[src/amcs_pkg.sv]
// shared types and constants for the absorbing markov chain solver
package amcs_pkg;

	typedef struct packed {
		logic clear_start;
		logic solve_start;
	} amcs_cmd_t;

	typedef struct packed {
		logic clear_done;
		logic solve_done;
		logic out_empty;
	} amcs_sts_t;

	localparam int PROB_W = 17;
	localparam int IDX_W = 5;
	localparam int NS_W = 6;
	localparam int FX_W = 32;
	localparam logic [PROB_W-1:0] PROB_ONE = 17'd65536;
	localparam int DIV_STEPS = 64;

endpackage

[src/amcs_controller.sv]
// job controller: edge loading, solve launch, clear wait and result drain
module amcs_controller (
	input  logic                clk,
	input  logic                arst_n,
	input  logic                in_fire,
	input  logic                in_last,
	output logic                in_open,
	output amcs_pkg::amcs_cmd_t cmd,
	input  amcs_pkg::amcs_sts_t sts
);
	import amcs_pkg::*;

	typedef enum logic [2:0] {S_LOAD, S_SOLVE, S_DRAIN, S_CLEAR} st_t;
	st_t st_q;

	always_ff @(posedge clk or negedge arst_n) begin
		if (!arst_n) begin
			st_q <= S_CLEAR;
			cmd <= '0;
		end else begin
			cmd <= '0;
			unique case (st_q)
				S_LOAD: if (in_fire && in_last) begin
					cmd.solve_start <= 1'b1;
					st_q <= S_SOLVE;
				end
				S_SOLVE: if (sts.solve_done) st_q <= S_CLEAR;
				S_CLEAR: if (sts.clear_done) st_q <= S_DRAIN;
				S_DRAIN: if (sts.out_empty) st_q <= S_LOAD;
				default: st_q <= S_LOAD;
			endcase
		end
	end

	assign in_open = (st_q == S_LOAD) && !cmd.solve_start;

	a_no_accept: assert property (@(posedge clk) disable iff (!arst_n)
		(st_q == S_SOLVE) |-> !in_open) else $error("input open during solve");
	a_start: assert property (@(posedge clk) disable iff (!arst_n)
		(in_fire && in_last) |=> cmd.solve_start) else $error("solve not started");
	a_drain: assert property (@(posedge clk) disable iff (!arst_n)
		sts.solve_done |-> (st_q == S_SOLVE)) else $error("stray solve done");
endmodule

[config.mk]
export PLATFORM = sky130hd
export DESIGN_NAME = amcs_controller
export DESIGN_NICKNAME = d
export VERILOG_FILES = /design/src/amcs_pkg.sv /design/src/amcs_controller.sv
export SDC_FILE = /design/constraint.sdc
export NUM_CORES = 1
export LEC_CHECK = 0
export BUFFER_PORTS_ARGS = -buffer_cell sky130_fd_sc_hd__buf_2
export CORE_AREA = 2 2 39 41
export DETAILED_ROUTE_END_ITERATION = 7
export DIE_AREA = 0 0 41 43
export SLEW_MARGIN = 40
export SYNTH_ARGS = -nofsm -noshare
export SYNTH_HDL_FRONTEND = slang
export SYNTH_SLANG_ARGS = --single-unit
[constraint.sdc]
create_clock -name clk -period 1 [get_ports clk]
set_clock_uncertainty 0.1 [all_clocks]
set_input_delay 0.05 -clock clk [delete_from_list [all_inputs] [get_ports clk]]
set_output_delay 0.05 -clock clk [all_outputs]
set_load 0.02 [all_outputs]
==> results.toml, run 1 <==
[finish]
area_growth_syn_to_layout_pct = 126
layout_cells_sized_above_1_pct = 53.1
nFillCells = 147
regArea_um2 = 77.6
final_core_utilization_pct = 21.4
multi_input_area_um2 = 51.3
antennaDiodeCount = 0
finish.net_count = 40

[outcome]
failing_checks = "negative setup slack"
outcome = "finished, violations left"

[power]
sequential_share_of_power_pct = 30.4
power_report.internal_total_w = 0.000514
power.density_cell_area_nw_per_um2 = 2560
switching_power_w = 0.000246
combinationalPowerShare_pct = 41.3
irDropWorstVdd_v = 0.000418
sw_frac_of_total_pct = 32.4
leak_pwr_nw = 0.146
share_clk_of_total_power_pct = 28.4

[setup_path]
worst_setup_path_start_kind = "flop"
cell_depth_of_the_worst_flop_to_flop_path = 3
worstPathBufferInverterCount = 1
crit_path_leading_delay_family = "flip-flops"
critical_path.startpoint = "st_q[1]"
timing_worst_setup_path_type = "reg -> out"
timing.critical_path.slowest_stage_cell = "sky130_fd_sc_hd__dfstp_2"
r2r_setup_slack_ns = -0.06
rr_startpoint = "st_q[0]"
timing.critical_path.cells = "nor3_2, buf_4"
critical_path.reg2reg.endpoint = "st_q[0]"
worst-path-stages = 2
crit_path_max_incr_delay_ns = 0.53
critical_path_peak_fanout = 2
worstSetupEndpointType = "output pin"
cp_data_arrival_time_ns = 0.95
crit_end = "in_open"
req_time_crit_path_ns = 0.85

[clocking]
worst_skew_pair.late_latency_ns = 0.23
tritoncts_num_sinks = 3
clk_root_buffer_cell = "sky130_fd_sc_hd__clkbuf_4"
cts_buffer_depth = 2
worst_setup_hold_path_clk_slew_ns = 0.04
cts-buffers-inserted = 3
cts_tree = "built"
ctsHtreeMaxLevel = 1

[floorplanning]
die-height_um = 43
start_util_pct = 9.49
placementRows = 14
core_area_um2 = 1380
design.die.area_um2 = 1760
fp.dieW_um = 41
floorplan.io_pins = 10

[placed_design]
detailed_place_hpwl_um = 219
port_buffers = 8
gp_congestion = 0.567

[timing]
setup_slack_ns = -0.101
final-max-slew-violation-count = 0
fmax_mhz = 908
setup_total_negative_slack_ns = -0.181
setup_viol = 3
timing.final.crit_share_pct = 110
finalHoldViolCount = 0
rsz0062_at_grt = "yes"
final.min_clock_period_ns = 1.10

[routing]
post-route-drc-count = 0
detailroute.via_count = 155
drt-total-wl_um = 374
antenna_violating_nets_post_route = 0
dr.pass1.iters = 5
wl_per_cell_um = 7.79
via_per_inst = 3.23
initialDrtViolationCount = 3

[yosys]
yosysSeqAreaShare_pct = 59.0
mappedNetlistNets = 20
mapped_cell_area_um2 = 131
synth_warnings = 0
yosys_most_used_dff = "sky130_fd_sc_hd__dfstp_2"
ys_types = 10
yosys-top-cells-count = "2 x sky130_fd_sc_hd__a21oi_1, 2 x sky130_fd_sc_hd__dfstp_2, 2 x sky130_fd_sc_hd__nor3_1"
yosys_register_bits = 3
ys_async_sr_fraction_pct = 100
synthCells = 13
mean_syn_cell_area_um2 = 10.1
netlist_top_cells_area = "sky130_fd_sc_hd__dfstp_2 40%, sky130_fd_sc_hd__dfrtp_1 19%, sky130_fd_sc_hd__a21bo_1 7.6%"
number_of_enable_type_register_cells_in_the_synthesized_netlist = 0
netlist.top_cell.by_area = "sky130_fd_sc_hd__dfstp_2"
synth_top_cell_area_share_pct = 40.0

[global_route]
global_route.usage.total_pct = 5.52
wire_length_of_the_first_global_routing_pass_um = 572
antenna_found_initial = 0
number_of_global_route_vias_before_repair = 161
grt_remaining_overflow = 0
grt_start_max_net_pins = 5

[worst_hold_path]
hold_path.class = "in -> async"

[flow_run]
cap_violations = 0
## worst register-to-register path, delay by kind of cell, from the launching register on
kind / cells / cell delay, ns
AO/OA/AOI/OAI: 2 / 0.25
flip-flops: 1 / 0.53
buffers and inverters: 1 / 0.12
## state kept, by name, indices dropped and copies added (netlist names)
name	count
cmd	1
st_q	2
## kinds of logic after synthesis
kind of cell           Yosys count  share of synthesized area (%)
DFF                              3                           59.0
buffers and inverters            2                           8.57
and+or+nand+nor                  3                           10.5
other                            1                           2.85
AOI/OAI and AO/OA                4                           19.0
## worst min-delay path by stage
stage	slack [ns]	start	cells after the start	endpoint
final	0.04	arst_n	2	cmd[0]
after global routing	0.05	arst_n	2	cmd[0]
after CTS	0.04	arst_n	2	cmd[0]
after detailed placement	-0.25	arst_n	1	cmd[0]
after global placement	-0.25	arst_n	1	cmd[0]
after floorplan	-0.35	arst_n	0	cmd[0]
## placed cells by master, fill, tap and decap left out
cell type / n
sky130_fd_sc_hd__buf_4: 3
sky130_fd_sc_hd__dlygate4sd3_1: 6
sky130_fd_sc_hd__clkbuf_4: 3
sky130_fd_sc_hd__clkbuf_1: 1
sky130_fd_sc_hd__a21oi_1: 2
sky130_fd_sc_hd__dfrtp_1: 1
sky130_fd_sc_hd__dfstp_2: 2
sky130_fd_sc_hd__buf_2: 7
sky130_fd_sc_hd__inv_1: 1
sky130_fd_sc_hd__a21bo_1: 1
sky130_fd_sc_hd__o21ai_2: 1
sky130_fd_sc_hd__conb_1: 1
sky130_fd_sc_hd__nand2_1: 1
sky130_fd_sc_hd__nor3_2: 1
sky130_fd_sc_hd__nor3_1: 1
## timing repair
action                     in CTS  in global routing
hold buffers                    6                  0
hold endpoints to repair        6                  0
setup endpoints to repair       2                  3
setup buffers                   2                  0
pin swaps                       0                  1
gates resized for setup         1                  2
## final cells by class
class | count | share of cell area [%]
multi-input cells | 8 | 17.3
flip-flops and latches | 3 | 26.2
well taps | 16 | 6.75
inverters | 1 | 1.27
clock buffers | 4 | 8.86
repair buffers | 16 | 39.7
## power by group through the flow
stage / Clock, W / Combinational (W) / Sequential [W]
global placement: 0 / 0.000168 / 0.000265
detailed placement: 0 / 0.000172 / 0.000266
CTS: 0.000217 / 0.000297 / 0.000230
floorplan: 0 / 0.000119 / 0.000259
finish: 0.000216 / 0.000314 / 0.000231
global route: 0.000238 / 0.000351 / 0.000237
## stage by stage
stage | worst slack (ns) | area [um^2] | hold WS [ns] | instances | total power (W)
detailed placement | -0.00798 | 189 | -0.252 | 36 | 0.000438
global route | -0.126 | 297 | 0.0516 | 48 | 0.000826
global placement | 0.0116 | 189 | -0.253 | 36 | 0.000432
finish | -0.101 | 297 | 0.0408 | 48 | 0.000760
floorplan | 0.0370 | 136 | -0.346 | 13 | 0.000378
CTS | -0.104 | 293 | 0.0405 | 48 | 0.000745
## routing by layer
metal | global-route usage [%] | share of wire [%] | vias to the layer above
li1 | - | - | 79
met1 | 5.47 | 40 | 68
met2 | 7.19 | 53 | 8
met3 | 1.57 | 6.1 | 0
met4 | 8.00 | 0 | 0
met5 | 0 | 0 | -
Note: power is estimated with default switching activity, not from simulation.
==> run 2, diff against run 1 <==
- PLACE_DENSITY: not set -> 0.35
==> run 2 against run 1 <==
The run still ends with negative setup slack left; non-clock buffer count unchanged; worst hold slack better by 0.0076 ns; combinational power down 6%; critical path depth unchanged; highest routed layer unchanged; worst setup slack better by 0.0053 ns; register-to-register slack worse by 0.02 ns; wire length down 6.7%; global-route usage down 0.18 points; cell count unchanged; largest power group unchanged; sequential power down 2%; sequential share of layout area up 0.34 points.
==> results.toml, run 2 (synthesized netlist as in run 1, its figures left out) <==
[timing]
timing.final.crit_share_pct = 110
rsz0062_at_grt = "yes"
fmax_mhz = 913
finalHoldViolCount = 0
setup_slack_ns = -0.0959
setup_viol = 2
final.min_clock_period_ns = 1.10
final-max-slew-violation-count = 0

[setup_path]
worst_setup_path_start_kind = "flop"
cell_depth_of_the_worst_flop_to_flop_path = 3
crit_path_leading_delay_family = "flip-flops"
timing.critical_path.slowest_stage_cell = "sky130_fd_sc_hd__dfstp_2"
cp_data_arrival_time_ns = 0.95
timing_worst_setup_path_type = "reg -> out"
timing.critical_path.cells = "nor3_2, buf_4"
worstSetupEndpointType = "output pin"
worst-path-stages = 2
req_time_crit_path_ns = 0.85
worstPathBufferInverterCount = 1
crit_path_max_incr_delay_ns = 0.53
critical_path_peak_fanout = 2

[finish]
multi_input_area_um2 = 47.5
most-common-layout-cells = "7 x sky130_fd_sc_hd__buf_2, 6 x sky130_fd_sc_hd__dlygate4sd3_1, 3 x sky130_fd_sc_hd__clkbuf_4, 3 x sky130_fd_sc_hd__buf_4"
largest_register = "st_q"
layout_cells_sized_above_1_pct = 50.0
finish.net_count = 40
layout.cells.non_filler = 48
area_growth_syn_to_layout_pct = 123
regArea_um2 = 77.6
mostFrequentLayoutCell = "sky130_fd_sc_hd__buf_2"
top_regs = "st_q (2), cmd (1)"
flip_flop_count_of_the_largest_register_after_layout = 2
final_core_utilization_pct = 21.2
antennaDiodeCount = 0
nFillCells = 157

[global_route]
antenna_found_initial = 0
wire_length_of_the_first_global_routing_pass_um = 538
number_of_global_route_vias_before_repair = 140
grt_remaining_overflow = 0
global_route.usage.total_pct = 5.34
grt_start_max_net_pins = 5

[flow_run]
cap_violations = 0

[power]
power.density_cell_area_nw_per_um2 = 2510
leak_pwr_nw = 0.144
design_power_total_w = 0.000734
irDropWorstVdd_v = 0.000762

[clocking]
ctsHtreeMaxLevel = 1
cts_buffer_depth = 2
cts-buffers-inserted = 3
worst_setup_hold_path_clk_slew_ns = 0.04
cts_tree = "built"
clk_root_buffer_cell = "sky130_fd_sc_hd__clkbuf_4"
tritoncts_num_sinks = 3
worst_skew_pair.late_latency_ns = 0.23

[routing]
dr.pass1.iters = 3
detailroute.via_count = 151
via_per_inst = 3.15
wl_per_cell_um = 7.27
post-route-drc-count = 0
antenna_violating_nets_post_route = 0
drt-total-wl_um = 349
initialDrtViolationCount = 4

[placed_design]
port_buffers = 8
gp_congestion = 0.561
numPlacedInstances = 36

[floorplanning]
core_area_um2 = 1380
floorplan.io_pins = 10
placementRows = 14
die-height_um = 43
fp.dieW_um = 41
start_util_pct = 9.49
design.die.area_um2 = 1760

[outcome]
failing_checks = "negative setup slack"
outcome = "finished, violations left"

[worst_hold_path]
hold_path.class = "in -> async"
[run 2: cell count changes in the layout (fill, tap and decap cells not counted)]
cell	delta
sky130_fd_sc_hd__o21ai_0	+1
sky130_fd_sc_hd__o21ai_2	-1
[run 2: where the power goes]
group          switching [W]  internal (W)  total [W]
Clock              0.0000620      0.000150   0.000212
Sequential         0.0000287      0.000199   0.000227
Combinational       0.000135      0.000160   0.000295
Total               0.000225      0.000508   0.000734
[run 2: repair_timing]
item / CTS / global route
hold endpoints to repair: 6 / 0
hold buffers: 6 / 0
pin swaps: 0 / 0
endpoints found under the setup margin: 2 / 3
resized for setup: 1 / 0
setup buffers: 2 / 0
[run 2: layer usage]
layer  track usage (%)  routed length (um)
met1              5.84                 155
met2              5.31                 137
met3              4.71                  56
met4              6.00                   0
met5                 0                   0
[run 2: path summary, 6_finish.rpt]
path / startpoint / endpoint / slack, ns
setup / recovery: st_q[0] / in_open / -0.1
max in group asynchronous: arst_n / st_q[1] / 0.56
hold / removal: arst_n / cmd[0] / 0.05
hold reg to reg: st_q[0] / st_q[1] / 0.50
setup reg to reg: st_q[0] / st_q[0] / -0.08
min in group clk: sts[0] / st_q[1] / 0.40
[run 2: cell type report]
| cell class | count | area share [%] |
|---|---|---|
| clock buffer | 4 | 8.97 |
| sequential | 3 | 26.5 |
| tap | 16 | 6.84 |
| timing repair buffer | 16 | 40.2 |
| multi-input combinational | 8 | 16.2 |
| inverter | 1 | 1.28 |
[run 2: per-stage QoR]
stage               setup slack (ns)  setup TNS [ns]  hold WS (ns)  cell area [um^2]
finish                       -0.0959          -0.172        0.0484               293
global route                  -0.125          -0.242        0.0499               293
CTS                           -0.104          -0.176        0.0446               293
detailed placement           0.00261               0        -0.251               189
global placement              0.0184               0        -0.255               189
floorplan                     0.0370               0        -0.346               136
==> run 3, diff against run 2 <==
- PLACE_DENSITY: 0.35 -> 0.34
- clock period: 1 -> 1.3 ns (I/O delays scaled with it)
==> run 3 against run 2 <==
The run now ends clean; cell count is 6.3% lower; die area stayed put; clock-buffer cell count stayed put.
==> results.toml, run 3 (synthesized netlist as in run 1, its figures left out) <==
[outcome]
outcome = "completed"

[setup_path]
timing_worst_setup_path_type = "reg -> out"
cp_data_arrival_time_ns = 1.00
req_time_crit_path_ns = 1.13
critical_path_peak_fanout = 5
worstSetupEndpointType = "output pin"
worst_setup_path_start_kind = "flop"

[routing]
detailroute.via_count = 135
post-route-drc-count = 0
wl_per_cell_um = 7.02
antenna_violating_nets_post_route = 0
initialDrtViolationCount = 1
via_per_inst = 3.00
drt-total-wl_um = 316
dr.pass1.iters = 2

[floorplanning]
floorplan.io_pins = 10
placementRows = 14
start_util_pct = 9.49
die-height_um = 43
design.die.area_um2 = 1760
fp.dieW_um = 41
core_area_um2 = 1380

[global_route]
grt_remaining_overflow = 0
global_route.usage.total_pct = 4.23
antenna_found_initial = 0
number_of_global_route_vias_before_repair = 109
wire_length_of_the_first_global_routing_pass_um = 379
grt_start_max_net_pins = 6

[placed_design]
detailed_place_hpwl_um = 206
gp_congestion = 0.464
port_buffers = 8

[worst_hold_path]
hold_path.class = "in -> reg"

[clocking]
cts_buffer_depth = 2
cts_tree = "built"
worst_setup_hold_path_clk_slew_ns = 0.04
cts-buffers-inserted = 3
ctsHtreeMaxLevel = 1
tritoncts_num_sinks = 3
clk_root_buffer_cell = "sky130_fd_sc_hd__clkbuf_4"
worst_skew_pair.late_latency_ns = 0.23

[finish]
largest_register = "st_q"
mostFrequentLayoutCell = "sky130_fd_sc_hd__buf_2"
top_regs = "st_q (2), cmd (1)"
area_growth_syn_to_layout_pct = 98.1
flip_flop_count_of_the_largest_register_after_layout = 2
layout_cells_sized_above_1_pct = 44.8
most-common-layout-cells = "8 x sky130_fd_sc_hd__buf_2, 5 x sky130_fd_sc_hd__dlygate4sd3_1, 3 x sky130_fd_sc_hd__clkbuf_4"
finish.net_count = 37
antennaDiodeCount = 0

[power]
power.density_cell_area_nw_per_um2 = 1910
irDropWorstVdd_v = 0.000539
design_power_total_w = 0.000498
leak_pwr_nw = 0.128

[timing]
timing.final.crit_share_pct = 89.5
setup_total_negative_slack_ns = 0
final-max-slew-violation-count = 0
rsz0062_at_grt = "no"
final.min_clock_period_ns = 1.16
finalHoldViolCount = 0
setup_viol = 0
fmax_mhz = 859
whs_ns = 0.0222

[flow_run]
cap_violations = 0
run 3: worst paths after layout:
check	from	endpoint	slack [ns]	cells past startpoint
worst max-delay path	st_q[1]	in_open	0.14	2
worst min-delay path	sts[1]	st_q[1]	0.02	3
worst max register to register	st_q[0]	st_q[0]	0.30	2
worst min register to register	st_q[0]	st_q[1]	0.38	2
max in group asynchronous	arst_n	st_q[0]	0.84	2
min in group asynchronous	arst_n	cmd[0]	0.06	2
run 3: critical path, cell delays in order, from the launching register on:
cell	delay (ns)
sky130_fd_sc_hd__dfstp_2	0.55
sky130_fd_sc_hd__nor3_1	0.06
sky130_fd_sc_hd__buf_2	0.15
run 3: report_power, final:
part           switching [W]  leakage, nW  internal, W  total, W
Sequential         0.0000405       0.0346     0.000155  0.000195
Combinational      0.0000714       0.0787    0.0000682  0.000140
Clock              0.0000477       0.0150     0.000115  0.000163
Total               0.000160        0.128     0.000338  0.000498
run 3: cell type report:
class | count | area (um^2)
Tap cell | 16 | 20.0
Sequential cell | 3 | 77.6
Multi-Input combinational cell | 8 | 42.5
Fill cell | 151 | 1120
Timing Repair Buffer | 13 | 90.1
Inverter | 1 | 3.75
Clock buffer | 4 | 26.3
run 3: stage by stage:
stage / cell area, um^2 / setup slack (ns) / utilization, % / std cells
2_1_floorplan: 131 / 0.217 / - / 13
3_3_place_gp: 184 / 0.330 / 13.3 / 36
3_5_place_dp: 184 / 0.308 / 13.3 / 36
4_1_cts: 260 / 0.121 / 18.8 / 45
5_1_grt: 260 / 0.0827 / 18.8 / 45
6_report: 260 / 0.136 / 18.8 / 45
run 3: metal layers:
layer	part of all wire, %	global-route usage [%]
met5	0	0
met4	0	8.00
met1	45	4.22
met2	38	3.44
met3	16	3.14
run 3: repair_timing:
| item | 4_1_cts | 5_1_grt |
|---|---|---|
| buffers inserted | 0 | 0 |
| resized for setup | 0 | 0 |
| hold buffers | 5 | 0 |
| endpoints found under the hold margin | 6 | 0 |
